--- config.mk ---
export PLATFORM = sky130hd
export DESIGN_NAME = sorted_priority_queue
export DESIGN_NICKNAME = d
export VERILOG_FILES = /design/src/hw/rtl/spq_pkg.sv /design/src/hw/rtl/spq_ram.sv /design/src/hw/rtl/spq_alu.sv /design/src/hw/rtl/sorted_priority_queue.sv
export SDC_FILE = /design/constraint.sdc
export NUM_CORES = 2
export LEC_CHECK = 0
export BUFFER_PORTS_ARGS = -buffer_cell sky130_fd_sc_hd__buf_4
export CAP_MARGIN = 20
export CORE_UTILIZATION = 50
export CTS_CLUSTER_DIAMETER = 50
export DETAILED_ROUTE_END_ITERATION = 8
export HOLD_SLACK_MARGIN = 0.05
export PLACE_DENSITY_LB_ADDON = 0.08
export SYNTH_ARGS = -nofsm -noshare
export SYNTH_HDL_FRONTEND = slang
export SYNTH_SLANG_ARGS = --single-unit
--- constraint.sdc ---
create_clock -name aclk -period 7.7 [get_ports aclk]
set_input_delay 1.925 -clock aclk [delete_from_list [all_inputs] [get_ports aclk]]
set_output_delay 1.925 -clock aclk [all_outputs]
set_load 0.02 [all_outputs]
--- src/hw/rtl/spq_pkg.sv ---
// shared types, constants and codes for the sorted priority queue
`default_nettype none
package spq_pkg;

    localparam int NODE_COUNT_DEF = 64;
    localparam int KEY_BITS_DEF   = 32;
    localparam int NODE_W         = 6;
    localparam int IN_KEY_W       = 32;
    localparam int COUNT_W        = 7;

    typedef enum logic [2:0] {
        OP_PUT    = 3'd0,
        OP_GET    = 3'd1,
        OP_REMOVE = 3'd2,
        OP_MOVE   = 3'd3,
        OP_EXPIRE = 3'd4,
        OP_OFFSET = 3'd5,
        OP_QUERY  = 3'd6,
        OP_NOP    = 3'd7
    } op_t;

    typedef enum logic [1:0] {
        ST_OK     = 2'd0,
        ST_NONE   = 2'd1,
        ST_DUP    = 2'd2,
        ST_ABSENT = 2'd3
    } status_t;

    typedef enum logic {
        ALU_ADD = 1'b0,
        ALU_SUB = 1'b1
    } alu_op_t;

    typedef enum logic [4:0] {
        S_IDLE,
        S_FIND_RD,
        S_FIND_CHK,
        S_HEAD_CHK,
        S_DEL_RD,
        S_DEL_WR,
        S_INS_RD,
        S_INS_CHK,
        S_INS_SH_RD,
        S_INS_SH_WR,
        S_OFS_RD,
        S_OFS_WR,
        S_MV_PREV_RD,
        S_MV_PREV_CHK,
        S_MV_NEXT_RD,
        S_MV_NEXT_CHK,
        S_DONE_GATE
    } state_t;

    typedef struct packed {
        logic [2:0]                 opcode;
        logic [NODE_W-1:0]          node_id;
        logic signed [IN_KEY_W-1:0] key;
        logic signed [IN_KEY_W-1:0] delta;
        logic signed [IN_KEY_W-1:0] current_tick;
        logic                       key_kind;
    } in_t;

    typedef struct packed {
        logic [1:0]                 status;
        logic [NODE_W-1:0]          node_out;
        logic signed [IN_KEY_W-1:0] key_out;
        logic [COUNT_W-1:0]         entry_count;
    } out_t;

endpackage
`default_nettype wire

--- src/hw/rtl/spq_ram.sv ---
// generic single write port ram with registered read
`default_nettype none
module spq_ram #(
    parameter int WIDTH = 8,
    parameter int DEPTH = 16
) (
    input  wire logic                     aclk,
    input  wire logic                     wr_en,
    input  wire logic [$clog2(DEPTH)-1:0] wr_addr,
    input  wire logic [WIDTH-1:0]         wr_data,
    input  wire logic [$clog2(DEPTH)-1:0] rd_addr,
    output logic      [WIDTH-1:0]         rd_data
);
    logic [WIDTH-1:0] mem [DEPTH];

    // write and registered read
    always_ff @(posedge aclk) begin
        if (wr_en) begin
            mem[wr_addr] <= wr_data;
        end
        rd_data <= mem[rd_addr];
    end
endmodule
`default_nettype wire

--- src/hw/rtl/spq_alu.sv ---
// shared key adder and signed compare unit
`default_nettype none
module spq_alu
    import spq_pkg::*;
#(
    parameter int KEY_BITS = KEY_BITS_DEF
) (
    input  wire logic [KEY_BITS-1:0] a,
    input  wire logic [KEY_BITS-1:0] b,
    input  wire alu_op_t             op,
    output logic      [KEY_BITS-1:0] result,
    output logic                     le
);
    // add or subtract, wrapping
    assign result = (op == ALU_SUB) ? (a - b) : (a + b);
    // signed a <= b
    assign le = ($signed(a) <= $signed(b));
endmodule
`default_nettype wire

--- src/hw/rtl/sorted_priority_queue.sv ---
// Sorted priority queue: node ids kept in a ram ordered by signed key, head first.
// Each command is taken only when the block is idle. Errors, no-ops and an offset on
// an empty list finish at once; the rest walk the list one entry at a time through the
// single registered read port of the list ram and one shared add/compare unit. Remove,
// move and key query first search for the node; get/expire and remove shift the tail
// down to close the gap, put searches for its place and shifts the tail up, and offset rewrites every entry.
// The result sits in an output register, so a new command is taken while it waits.
`default_nettype none
module sorted_priority_queue
    import spq_pkg::*;
#(
    parameter int NODE_COUNT = NODE_COUNT_DEF,
    parameter int KEY_BITS   = KEY_BITS_DEF
) (
    input  wire logic aclk,
    input  wire logic aresetn,
    input  wire logic s_valid,
    output logic      s_ready,
    input  wire in_t  s_data,
    output logic      m_valid,
    input  wire logic m_ready,
    output out_t      m_data
);
    localparam int AW = $clog2(NODE_COUNT);
    localparam int CW = $clog2(NODE_COUNT + 1);
    localparam int EW = KEY_BITS + NODE_W;

    state_t state_reg, state_next;
    logic [CW-1:0] i_reg, i_next, p_reg, p_next, cnt_reg, cnt_next;
    op_t op_reg, op_next;
    logic [NODE_W-1:0] nid_reg, nid_next, nout_reg, nout_next;
    logic [KEY_BITS-1:0] k_reg, k_next, d_reg, d_next, tick_reg, tick_next;
    logic kind_reg, kind_next, lo_ok_reg, lo_ok_next;
    status_t st_reg, st_next;
    logic [IN_KEY_W-1:0] kout_reg, kout_next;
    logic m_valid_reg, m_valid_next;
    out_t m_data_reg, m_data_next;
    logic [NODE_COUNT-1:0] queued_reg;
    logic q_we, q_val;
    logic [AW-1:0] q_idx;

    logic ram_we;
    logic [AW-1:0] ram_waddr, ram_raddr;
    logic [EW-1:0] ram_wdata, ram_rdata;
    logic [KEY_BITS-1:0] rd_key;
    logic [NODE_W-1:0] rd_node;

    logic [KEY_BITS-1:0] alu_a, alu_b, alu_res;
    alu_op_t alu_op;
    logic alu_le;

    logic accept, in_valid_id, in_present, out_free;
    logic [CW:0] i_inc, p_inc;

    spq_ram #(.WIDTH(EW), .DEPTH(NODE_COUNT)) u_list (
        .aclk    (aclk),
        .wr_en   (ram_we),
        .wr_addr (ram_waddr),
        .wr_data (ram_wdata),
        .rd_addr (ram_raddr),
        .rd_data (ram_rdata)
    );

    spq_alu #(.KEY_BITS(KEY_BITS)) u_alu (
        .a      (alu_a),
        .b      (alu_b),
        .op     (alu_op),
        .result (alu_res),
        .le     (alu_le)
    );

    assign rd_key  = ram_rdata[EW-1:NODE_W];
    assign rd_node = ram_rdata[NODE_W-1:0];
    assign s_ready = (state_reg == S_IDLE);
    assign accept  = s_valid && s_ready;
    assign m_valid = m_valid_reg;
    assign m_data  = m_data_reg;
    assign out_free = !m_valid_reg || m_ready;
    assign in_valid_id = ({1'b0, s_data.node_id} < (NODE_W + 1)'(NODE_COUNT))
                         || (NODE_COUNT > (1 << NODE_W));
    assign in_present  = in_valid_id && queued_reg[AW'(s_data.node_id)];
    assign i_inc = (CW + 1)'(i_reg) + 1'b1;
    assign p_inc = (CW + 1)'(p_reg) + 1'b1;

    // shared unit operand select
    always_comb begin
        alu_a  = rd_key;
        alu_b  = k_reg;
        alu_op = ALU_ADD;
        case (state_reg)
            S_FIND_CHK: begin
                alu_b  = tick_reg;
                alu_op = ALU_SUB;
            end
            S_HEAD_CHK: begin
                alu_b = tick_reg;
            end
            S_MV_NEXT_CHK: begin
                alu_a = k_reg;
                alu_b = rd_key;
            end
            S_OFS_WR: begin
                alu_b = d_reg;
            end
            default: begin
            end
        endcase
    end

    // sequencer: next state, list ram access and result
    always_comb begin
        state_next   = state_reg;
        i_next       = i_reg;
        p_next       = p_reg;
        cnt_next     = cnt_reg;
        op_next      = op_reg;
        nid_next     = nid_reg;
        k_next       = k_reg;
        d_next       = d_reg;
        tick_next    = tick_reg;
        kind_next    = kind_reg;
        lo_ok_next   = lo_ok_reg;
        st_next      = st_reg;
        nout_next    = nout_reg;
        kout_next    = kout_reg;
        m_valid_next = m_valid_reg && !m_ready;
        m_data_next  = m_data_reg;
        q_we         = 1'b0;
        q_val        = 1'b0;
        q_idx        = AW'(s_data.node_id);
        ram_we       = 1'b0;
        ram_waddr    = AW'(i_reg);
        ram_wdata    = ram_rdata;
        ram_raddr    = AW'(i_reg);

        case (state_reg)
            S_IDLE: begin
                if (accept) begin
                    op_next   = op_t'(s_data.opcode);
                    nid_next  = s_data.node_id;
                    k_next    = KEY_BITS'(s_data.key);
                    d_next    = KEY_BITS'(s_data.delta);
                    tick_next = KEY_BITS'(s_data.current_tick);
                    kind_next = s_data.key_kind;
                    st_next   = ST_OK;
                    nout_next = '0;
                    kout_next = '0;
                    i_next    = '0;
                    ram_raddr = '0;
                    // decode: errors, no-ops and an offset on an empty list finish at once, the rest walk the list
                    case (op_t'(s_data.opcode))
                        OP_PUT: begin
                            if (!in_valid_id) begin
                                st_next = ST_ABSENT;
                                state_next = S_DONE_GATE;
                            end else if (in_present) begin
                                st_next = ST_DUP;
                                state_next = S_DONE_GATE;
                            end else begin
                                q_we = 1'b1;
                                q_val = 1'b1;
                                state_next = S_INS_RD;
                            end
                        end
                        OP_GET, OP_EXPIRE: begin
                            if (cnt_reg == '0) begin
                                st_next = ST_NONE;
                                state_next = S_DONE_GATE;
                            end else begin
                                state_next = S_HEAD_CHK;
                            end
                        end
                        OP_REMOVE: begin
                            if (!in_present) begin
                                st_next = ST_ABSENT;
                                state_next = S_DONE_GATE;
                            end else begin
                                q_we = 1'b1;
                                state_next = S_FIND_RD;
                            end
                        end
                        OP_MOVE, OP_QUERY: begin
                            if (!in_present) begin
                                st_next = ST_ABSENT;
                                state_next = S_DONE_GATE;
                            end else begin
                                state_next = S_FIND_RD;
                            end
                        end
                        OP_OFFSET: begin
                            state_next = (cnt_reg == '0) ? S_DONE_GATE : S_OFS_RD;
                        end
                        default: begin
                            state_next = S_DONE_GATE;
                        end
                    endcase
                end
            end
            S_FIND_RD: begin
                state_next = S_FIND_CHK;
            end
            S_FIND_CHK: begin
                if (rd_node == nid_reg) begin
                    p_next = i_reg;
                    case (op_reg)
                        OP_QUERY: begin
                            kout_next = IN_KEY_W'(kind_reg ? alu_res : rd_key);
                            state_next = S_DONE_GATE;
                        end
                        OP_MOVE: begin
                            state_next = S_MV_PREV_RD;
                        end
                        default: begin
                            state_next = S_DEL_RD;
                        end
                    endcase
                end else begin
                    i_next = CW'(i_inc);
                    state_next = S_FIND_RD;
                end
            end
            S_HEAD_CHK: begin
                if (op_reg == OP_EXPIRE && !alu_le) begin
                    st_next = ST_NONE;
                    state_next = S_DONE_GATE;
                end else begin
                    nout_next = rd_node;
                    kout_next = IN_KEY_W'(rd_key);
                    q_we = 1'b1;
                    q_idx = AW'(rd_node);
                    i_next = '0;
                    state_next = S_DEL_RD;
                end
            end
            // close the gap: entry i takes entry i+1
            S_DEL_RD: begin
                ram_raddr = AW'(i_inc);
                if (i_inc >= (CW + 1)'(cnt_reg)) begin
                    cnt_next = cnt_reg - 1'b1;
                    i_next = '0;
                    state_next = (op_reg == OP_MOVE) ? S_INS_RD : S_DONE_GATE;
                end else begin
                    state_next = S_DEL_WR;
                end
            end
            S_DEL_WR: begin
                ram_we = 1'b1;
                i_next = CW'(i_inc);
                state_next = S_DEL_RD;
            end
            // search for the first entry with a larger key
            S_INS_RD: begin
                if (i_reg >= cnt_reg) begin
                    p_next = i_reg;
                    i_next = cnt_reg;
                    state_next = S_INS_SH_RD;
                end else begin
                    state_next = S_INS_CHK;
                end
            end
            S_INS_CHK: begin
                if (alu_le) begin
                    i_next = CW'(i_inc);
                    state_next = S_INS_RD;
                end else begin
                    p_next = i_reg;
                    i_next = cnt_reg;
                    state_next = S_INS_SH_RD;
                end
            end
            // open a gap at p, moving the tail up one place
            S_INS_SH_RD: begin
                ram_raddr = AW'(i_reg - 1'b1);
                if (i_reg == p_reg) begin
                    ram_we = 1'b1;
                    ram_wdata = {k_reg, nid_reg};
                    cnt_next = cnt_reg + 1'b1;
                    state_next = S_DONE_GATE;
                end else begin
                    state_next = S_INS_SH_WR;
                end
            end
            S_INS_SH_WR: begin
                ram_we = 1'b1;
                i_next = i_reg - 1'b1;
                state_next = S_INS_SH_RD;
            end
            S_OFS_RD: begin
                state_next = S_OFS_WR;
            end
            S_OFS_WR: begin
                ram_we = 1'b1;
                ram_wdata = {alu_res, rd_node};
                i_next = CW'(i_inc);
                state_next = (i_inc >= (CW + 1)'(cnt_reg)) ? S_DONE_GATE : S_OFS_RD;
            end
            // move: check the key still fits between the neighbors
            S_MV_PREV_RD: begin
                ram_raddr = AW'(p_reg - 1'b1);
                if (p_reg == '0) begin
                    lo_ok_next = 1'b1;
                    state_next = S_MV_NEXT_RD;
                end else begin
                    state_next = S_MV_PREV_CHK;
                end
            end
            S_MV_PREV_CHK: begin
                lo_ok_next = alu_le;
                state_next = S_MV_NEXT_RD;
            end
            S_MV_NEXT_RD: begin
                ram_raddr = AW'(p_inc);
                ram_waddr = AW'(p_reg);
                ram_wdata = {k_reg, nid_reg};
                i_next = p_reg;
                if (p_inc >= (CW + 1)'(cnt_reg)) begin
                    ram_we = lo_ok_reg;
                    state_next = lo_ok_reg ? S_DONE_GATE : S_DEL_RD;
                end else begin
                    state_next = S_MV_NEXT_CHK;
                end
            end
            S_MV_NEXT_CHK: begin
                ram_waddr = AW'(p_reg);
                ram_wdata = {k_reg, nid_reg};
                i_next = p_reg;
                ram_we = lo_ok_reg && alu_le;
                state_next = (lo_ok_reg && alu_le) ? S_DONE_GATE : S_DEL_RD;
            end
            S_DONE_GATE: begin
                if (out_free) begin
                    m_valid_next = 1'b1;
                    m_data_next.status = st_reg;
                    m_data_next.node_out = nout_reg;
                    m_data_next.key_out = kout_reg;
                    m_data_next.entry_count = COUNT_W'(cnt_reg);
                    state_next = S_IDLE;
                end
            end
            default: begin
                state_next = S_IDLE;
            end
        endcase
    end

    // control state
    always_ff @(posedge aclk) begin
        if (!aresetn) begin
            state_reg   <= S_IDLE;
            cnt_reg     <= '0;
            m_valid_reg <= 1'b0;
            queued_reg  <= '0;
        end else begin
            state_reg   <= state_next;
            cnt_reg     <= cnt_next;
            m_valid_reg <= m_valid_next;
            if (q_we) begin
                queued_reg[q_idx] <= q_val;
            end
        end
    end

    // working and payload registers
    always_ff @(posedge aclk) begin
        i_reg      <= i_next;
        p_reg      <= p_next;
        op_reg     <= op_next;
        nid_reg    <= nid_next;
        k_reg      <= k_next;
        d_reg      <= d_next;
        tick_reg   <= tick_next;
        kind_reg   <= kind_next;
        lo_ok_reg  <= lo_ok_next;
        st_reg     <= st_next;
        nout_reg   <= nout_next;
        kout_reg   <= kout_next;
        m_data_reg <= m_data_next;
    end
endmodule
`default_nettype wire

======== Word level (Yosys, flattened, before mapping) ========
Memory sizes are Yosys's and may differ from the RTL's. A register that Yosys moved wholly into a read port is not among the register bits.
Cells that the tools add are included.
storage, ports and cells
  flip-flop bits (word level) ............. 285
  latch bits .............................. 0
  memory bits (writable) .................. 2432
  memory bits (read-only) ................. 0
  output and inout bits ................... 49
  memories kept ........................... 1
memories
  name        words  width  read ports  clocked after memory_dff  write ports  line           source
  u_list.mem  64     38     1           1                         1            spq_ram.sv:14  logic [WIDTH-1:0] mem [DEPTH];
operators by class
  add/sub/neg operators ................... 8
  $mul .................................... 0
  divide/modulo/power cells ............... 0
  order comparisons ....................... 7
  equality and inequality tests ........... 39
  shift-type cells ........................ 0
  mux-type cells .......................... 85
  bitwise gates (word level) .............. 0
  reduce and logical (&&, ||, !) cells .... 35
operators by type and width
  operator                                                               number
  32-bit 2-to-1 mux                                                      7
  32-bit one-hot mux with 3 select lines                                 2
  38-bit one-hot mux with 3 select lines                                 1
  5-bit one-hot mux with 17 select lines                                 1
  7-bit 2-to-1 mux                                                       11
  5-bit 2-to-1 mux                                                       15
  64-bit bitwise mux                                                     1
  7-bit one-hot mux with 9 select lines                                  1
  5-bit by 4-bit equality test with 1-bit output, second input constant  8
  38-bit 2-to-1 mux                                                      1
  6-bit 2-to-1 mux                                                       6
  32-bit adder                                                           1
  32-bit less-or-equal comparator                                        1
  32-bit subtractor                                                      1
  6-bit one-hot mux with 5 select lines                                  1
  7-bit one-hot mux with 3 select lines                                  1
  5-bit by 3-bit equality test with 1-bit output, second input constant  4
  2-bit != test, second input constant                                   10
  5-bit one-hot mux with 4 select lines                                  1
  1-bit 2-to-1 mux                                                       18
  7-bit by 1-bit adder with 8-bit output, second input constant          2
  8-bit by 7-bit >= comparator with 1-bit output                         2
  3-bit equality test, second input constant                             5
  7-bit logical NOT                                                      2
  other kinds (40)                                                       71

======== Logic depth before layout (Yosys ltp) ========
  depth after elaboration ................. 13
  depth in mapped cells ................... 22

======== Modules after synthesis ========
From an unflattened synthesis, not the netlist that was laid out.
unflattened totals
  cell total of the unflattened synthesis .. 6037
  area total of the unflattened synthesis .. 111664.6 um2
modules (own cells, without submodules)
  module                 instances  cells an instance  area an instance (um2)  sequential area each (um2)
  spq_ram                1          3993               93055.5                 73790.8
  sorted_priority_queue  1          1495               15056.9                 7787.5
  spq_alu                1          549                3552.2                  0.0

======== Worst setup path before layout ========
No wires, ideal clock.
  path type ............................... register to register
  from .................................... register state_reg[1]
  to ...................................... memory u_list.mem[0][35] in the netlist's numbering (data pin)
  setup time .............................. 702 ps
  data arrival time ....................... 7442 ps
  required time ........................... 6998 ps
  path slack .............................. -443 ps
  cell stages (with the launch flop) ...... 20
  period minus slack after synthesis ...... 8143 ps
  path through ............................ dfxtp_1 -> buf_2 -> nor2b_1 -> nand2_1 -> nor2_1 -> clkbuf_1 -> clkbuf_1 -> buf_1 -> mux2_2 -> ha_1 -> buf_1 -> nand4_1 -> or4b_1 -> nor3_1 -> a211oi_1 -> or4_1 -> a21oi_1 -> o41ai_1 -> xnor2_1 -> o21ai_0
between the ends
  longest elaborated chain between the ends .. 6
RTL lines
  element                                            line                          source
  start, declared                                    sorted_priority_queue.sv:28   state_t state_reg, state_next;
  start signal, assigned                             sorted_priority_queue.sv:354  state_reg <= state_next;
  5-bit by 2-bit equality test with 1-bit output     sorted_priority_queue.sv:90   case (state_reg)
  2-bit OR reduction (no source line)                -
  32-bit one-hot mux with 3 select lines             sorted_priority_queue.sv:90
  32-bit adder or 32-bit subtractor (tied branches)  spq_alu.sv:15                 assign result = (op == ALU_SUB) ? (a - b) : (a + b);
  32-bit 2-to-1 mux                                  spq_alu.sv:15
  38-bit one-hot mux with 3 select lines *           sorted_priority_queue.sv:136  case (state_reg)
  net ram_wdata[35]                                  sorted_priority_queue.sv:44   logic [EW-1:0] ram_wdata, ram_rdata;
  end, declared                                      spq_ram.sv:14
Mark *: on every way through the listed nets, which the timed path passes. The rest lies on a longest branch.

======== Worst setup path in the final report ========
  from .................................... register state_reg[3]
  to ...................................... memory u_list.mem[49][13] in the netlist's numbering, enable pin
between the ends
  longest elaborated chain between the ends .. 8
RTL lines
  element                                         line                          source
  5-bit by 2-bit equality test with 1-bit output  sorted_priority_queue.sv:90
  2-bit OR reduction (no source line)             -
  32-bit one-hot mux with 3 select lines          sorted_priority_queue.sv:90
  32-bit less-or-equal comparator                 spq_alu.sv:17                 assign le = ($signed(a) <= $signed(b));
  1-bit logical AND                               sorted_priority_queue.sv:327  ram_we = lo_ok_reg && alu_le;
  1-bit one-hot mux with 4 select lines           sorted_priority_queue.sv:136
  1-bit 2-to-1 mux                                spq_ram.sv:18                 if (wr_en) begin
  1-bit 2-to-1 mux (implied by the code)          spq_ram.sv:19                 mem[wr_addr] <= wr_data;
Parallel ways exist; a longest one is shown, timed or not.

==> results.json <==
{
  "hold_viol": 0,
  "postCtsSetupBuffers": 0,
  "place.gp.congestion": 0.928,
  "worst-r2r-setup-slack_ps": 1120,
  "drc": 0,
  "status": "finished, final reports clean",
  "synth.distinct_cells": 84,
  "tightest_slew_ps": 1180,
  "slew_violations": 0,
  "final_antenna_net_count": 0,
  "cp.arrival_ps": 7220,
  "htree_num_levels": 5,
  "worstPathCellList": "nand2_1 > nor2_4 > or3_1 > buf_4 > nand2_1 > o21a_1 > ha_1 > nor2b_1 > o21ai_0 > a21oi_1 > a2111o_1 > or4_1 > o2111a_1 > o21bai_4 > buf_12 > nor3_2 > buf_4",
  "syn_inst": 8778,
  "cts_tree": "done",
  "nets": 9265,
  "drt_first_pass_iters": 8,
  "fmax_mhz": 152,
  "crit_slowest_cell": "o21bai_4",
  "finalCritPeriodShare_pct": 85.5,
  "fill_cells": 17900,
  "clk_latency_ps": 970,
  "root_buffer": "clkbuf_16",
  "synth_area_mm2": 0.114,
  "grt_pass1_wl_um": 513000,
  "grt_pass1_vias": 72100,
  "io_pins": 159,
  "largest_reg_flops": 2432,
  "synth_edf_count": 2640,
  "cts-hold-fix-buffers": 0,
  "setup_viol": 0,
  "antenna_found_initial": 26,
  "cts.sinks": 2755,
  "skew_ps": 89.5,
  "vias": 76700,
  "p_leak_nw": 45.6,
  "grt_setup_unrepaired": "false",
  "irDropWorstVdd_mv": 0.370,
  "syn_area_per_cell_um2": 13.0,
  "rows": 174,
  "initial_core_util_pct": 50.5,
  "cts_made_buffers": 326,
  "final_util_pct": 58.7,
  "setup_tns_ps": 0,
  "clockBufferDepth": 4,
  "drt-vias-per-instance": 6.24,
  "dr_wl_met2_um": 157000,
  "port_buffers": 158,
  "wl_met3_um": 33800,
  "post_cts_resized": 0,
  "timing.hold.ws_ps": 417,
  "routed_wl_um": 357000,
  "core_mm2": 0.226,
  "synthArstFlopShare_pct": 0,
  "path_class": "flip-flop to flip-flop",
  "critPathMaxFanout": 31,
  "overflow": 0,
  "finalInstanceArea_mm2": 0.133,
  "ys_seq_area_share_pct": 71.5,
  "ys_ff_latch": 2755,
  "min_period_ps": 6580,
  "drv_cap": 0,
  "path_clk_slew_ps": 60,
  "synthToLayoutAreaGrowth_pct": 16.2,
  "ys.flop_type": "edfxtp_1",
  "grt_use_total_pct": 30.7,
  "detail_route.iter0.violations": 10600,
  "slew_headroom_pct": 20.5,
  "syn_nets": 8984,
  "yosysWarnings": 0,
  "post_dp_cell_area_mm2": 0.122,
  "layout-drive-gt1-share_pct": 13.2,
  "top_layer_used": "met5",
  "critPathCaptureType": "flip-flop",
  "worstPathRequired_ps": 8340,
  "die_x_um": 480,
  "max_stage_delay_ps": 890,
  "dieArea_mm2": 0.230,
  "wl_met1_um": 154000,
  "hold_path.class": "flip-flop to flip-flop",
  "p_per_area_mw_per_mm2": 358,
  "wl_per_cell_um": 29.0,
  "post-dp-hpwl_um": 221000,
  "critPathLaunchType": "flip-flop",
  "grt_max_degree": 96,
  "die_h_um": 480
}
-- critical path: cells and delay by family (launching register included) --
| kind | cells | cell delay [ps] |
|---|---|---|
| AO/OA/AOI/OAI | 6 | 2180 |
| adder cells (fa/ha/maj) | 1 | 540 |
| buffers and inverters | 3 | 850 |
| flip-flops | 1 | 810 |
| AND/OR/NAND/NOR | 7 | 1860 |
-- routing by layer --
metal  global-route usage (%)  up-vias
li1                         -    33600
met1                     46.1    38500
met2                     45.2     3932
met3                     4.91      607
met4                     10.7        6
met5                        0        -
-- report_power, final --
part	switching, mW	internal (mW)	leakage (nW)
Sequential	0.506	18.8	24.8
Combinational	9.57	3.43	15.7
Clock	6.09	9.03	5.06
-- metrics by stage --
| step | cells | total power, mW | worst slack, ps |
|---|---|---|---|
| final | 12300 | 47.4 | 1120 |
| after global routing | 12300 | 48.8 | 870 |
| after CTS | 12300 | 47.4 | 1200 |
| after detailed placement | 11700 | 32.4 | 1210 |
| after global placement | 11700 | 32.3 | 718 |
| after floorplan | 8778 | 26.0 | -129 |
-- placed cells by master (no fill, tap or decap), drive strengths merged, types with 124 or more instances in the layout --
| master | instances |
|---|---|
| edfxtp | 2640 |
| nand2 | 2025 |
| nand3 | 920 |
| buf | 549 |
| clkbuf | 396 |
| a21oi | 322 |
| mux2i | 257 |
| o21ai | 194 |
| nor3 | 137 |
| and3 | 131 |
| inv | 127 |
| nor2 | 124 |
-- cell usage after synthesis, drive strengths merged, types with 23 or more instances --
master / n / share of area [%]
edfxtp: 2640 / 69
nand2: 2025 / 6.7
nand3: 920 / 4.0
clkbuf: 450 / 1.5
a21oi: 322 / 1.4
mux2i: 257 / 2.3
o21ai: 194 / 0.85
buf: 147 / 0.57
nor3: 137 / 0.61
and3: 131 / 0.72
nor2: 124 / 0.41
a221oi: 123 / 0.94
dfxtp: 115 / 2.0
a31oi: 106 / 0.59
inv: 102 / 0.34
ha: 93 / 1.0
a311oi: 81 / 0.62
a32oi: 77 / 0.59
xnor2: 72 / 0.55
a22o: 61 / 0.47
o211ai: 57 / 0.38
a2111oi: 51 / 0.40
nand4: 49 / 0.27
a22oi: 40 / 0.26
o41ai: 40 / 0.31
mux2: 32 / 0.32
a21o: 26 / 0.17
a221o: 25 / 0.22
nand2b: 23 / 0.13
-- cell families (layout without fill, tap and decap cells) --
family                     after synthesis  count (layout)  share of synthesized area [%]
and+or+nand+nor                       3496            3496                           13.4
adders and majority gates               96              96                           1.07
xor gates and xnor gates                91              91                          0.699
other                                    0              10                              0
muxes                                  297             297                           2.73
DFF                                   2755            2755                           71.5
AOI/OAI and AO/OA                     1341            1341                           8.24
buffers and inverters                  702            1225                           2.40
-- final timing paths --
path | cells past startpoint | end | from
hold / removal | 0 | m_data[24] | kout_reg[17]
setup reg to reg | 17 | u_list.mem[49][13] | state_reg[3]
hold reg to reg | 0 | m_data[24] | kout_reg[17]
setup / recovery | 17 | u_list.mem[49][13] | state_reg[3]
-- cell type report --
cell class                      instances  area (um^2)  share of cell area (%)
Clock buffer                          395         8620                    6.51
Clock inverter                        175         1840                    1.39
Multi-Input combinational cell       5321        30900                    23.3
Antenna cell                           10         25.0                  0.0189
Timing Repair Buffer                  550         5420                    4.09
Sequential cell                      2755        81600                    61.5
Inverter                              105          394                   0.297
Tap cell                             2992         3740                    2.82
Power figures use the tool's default switching activity.
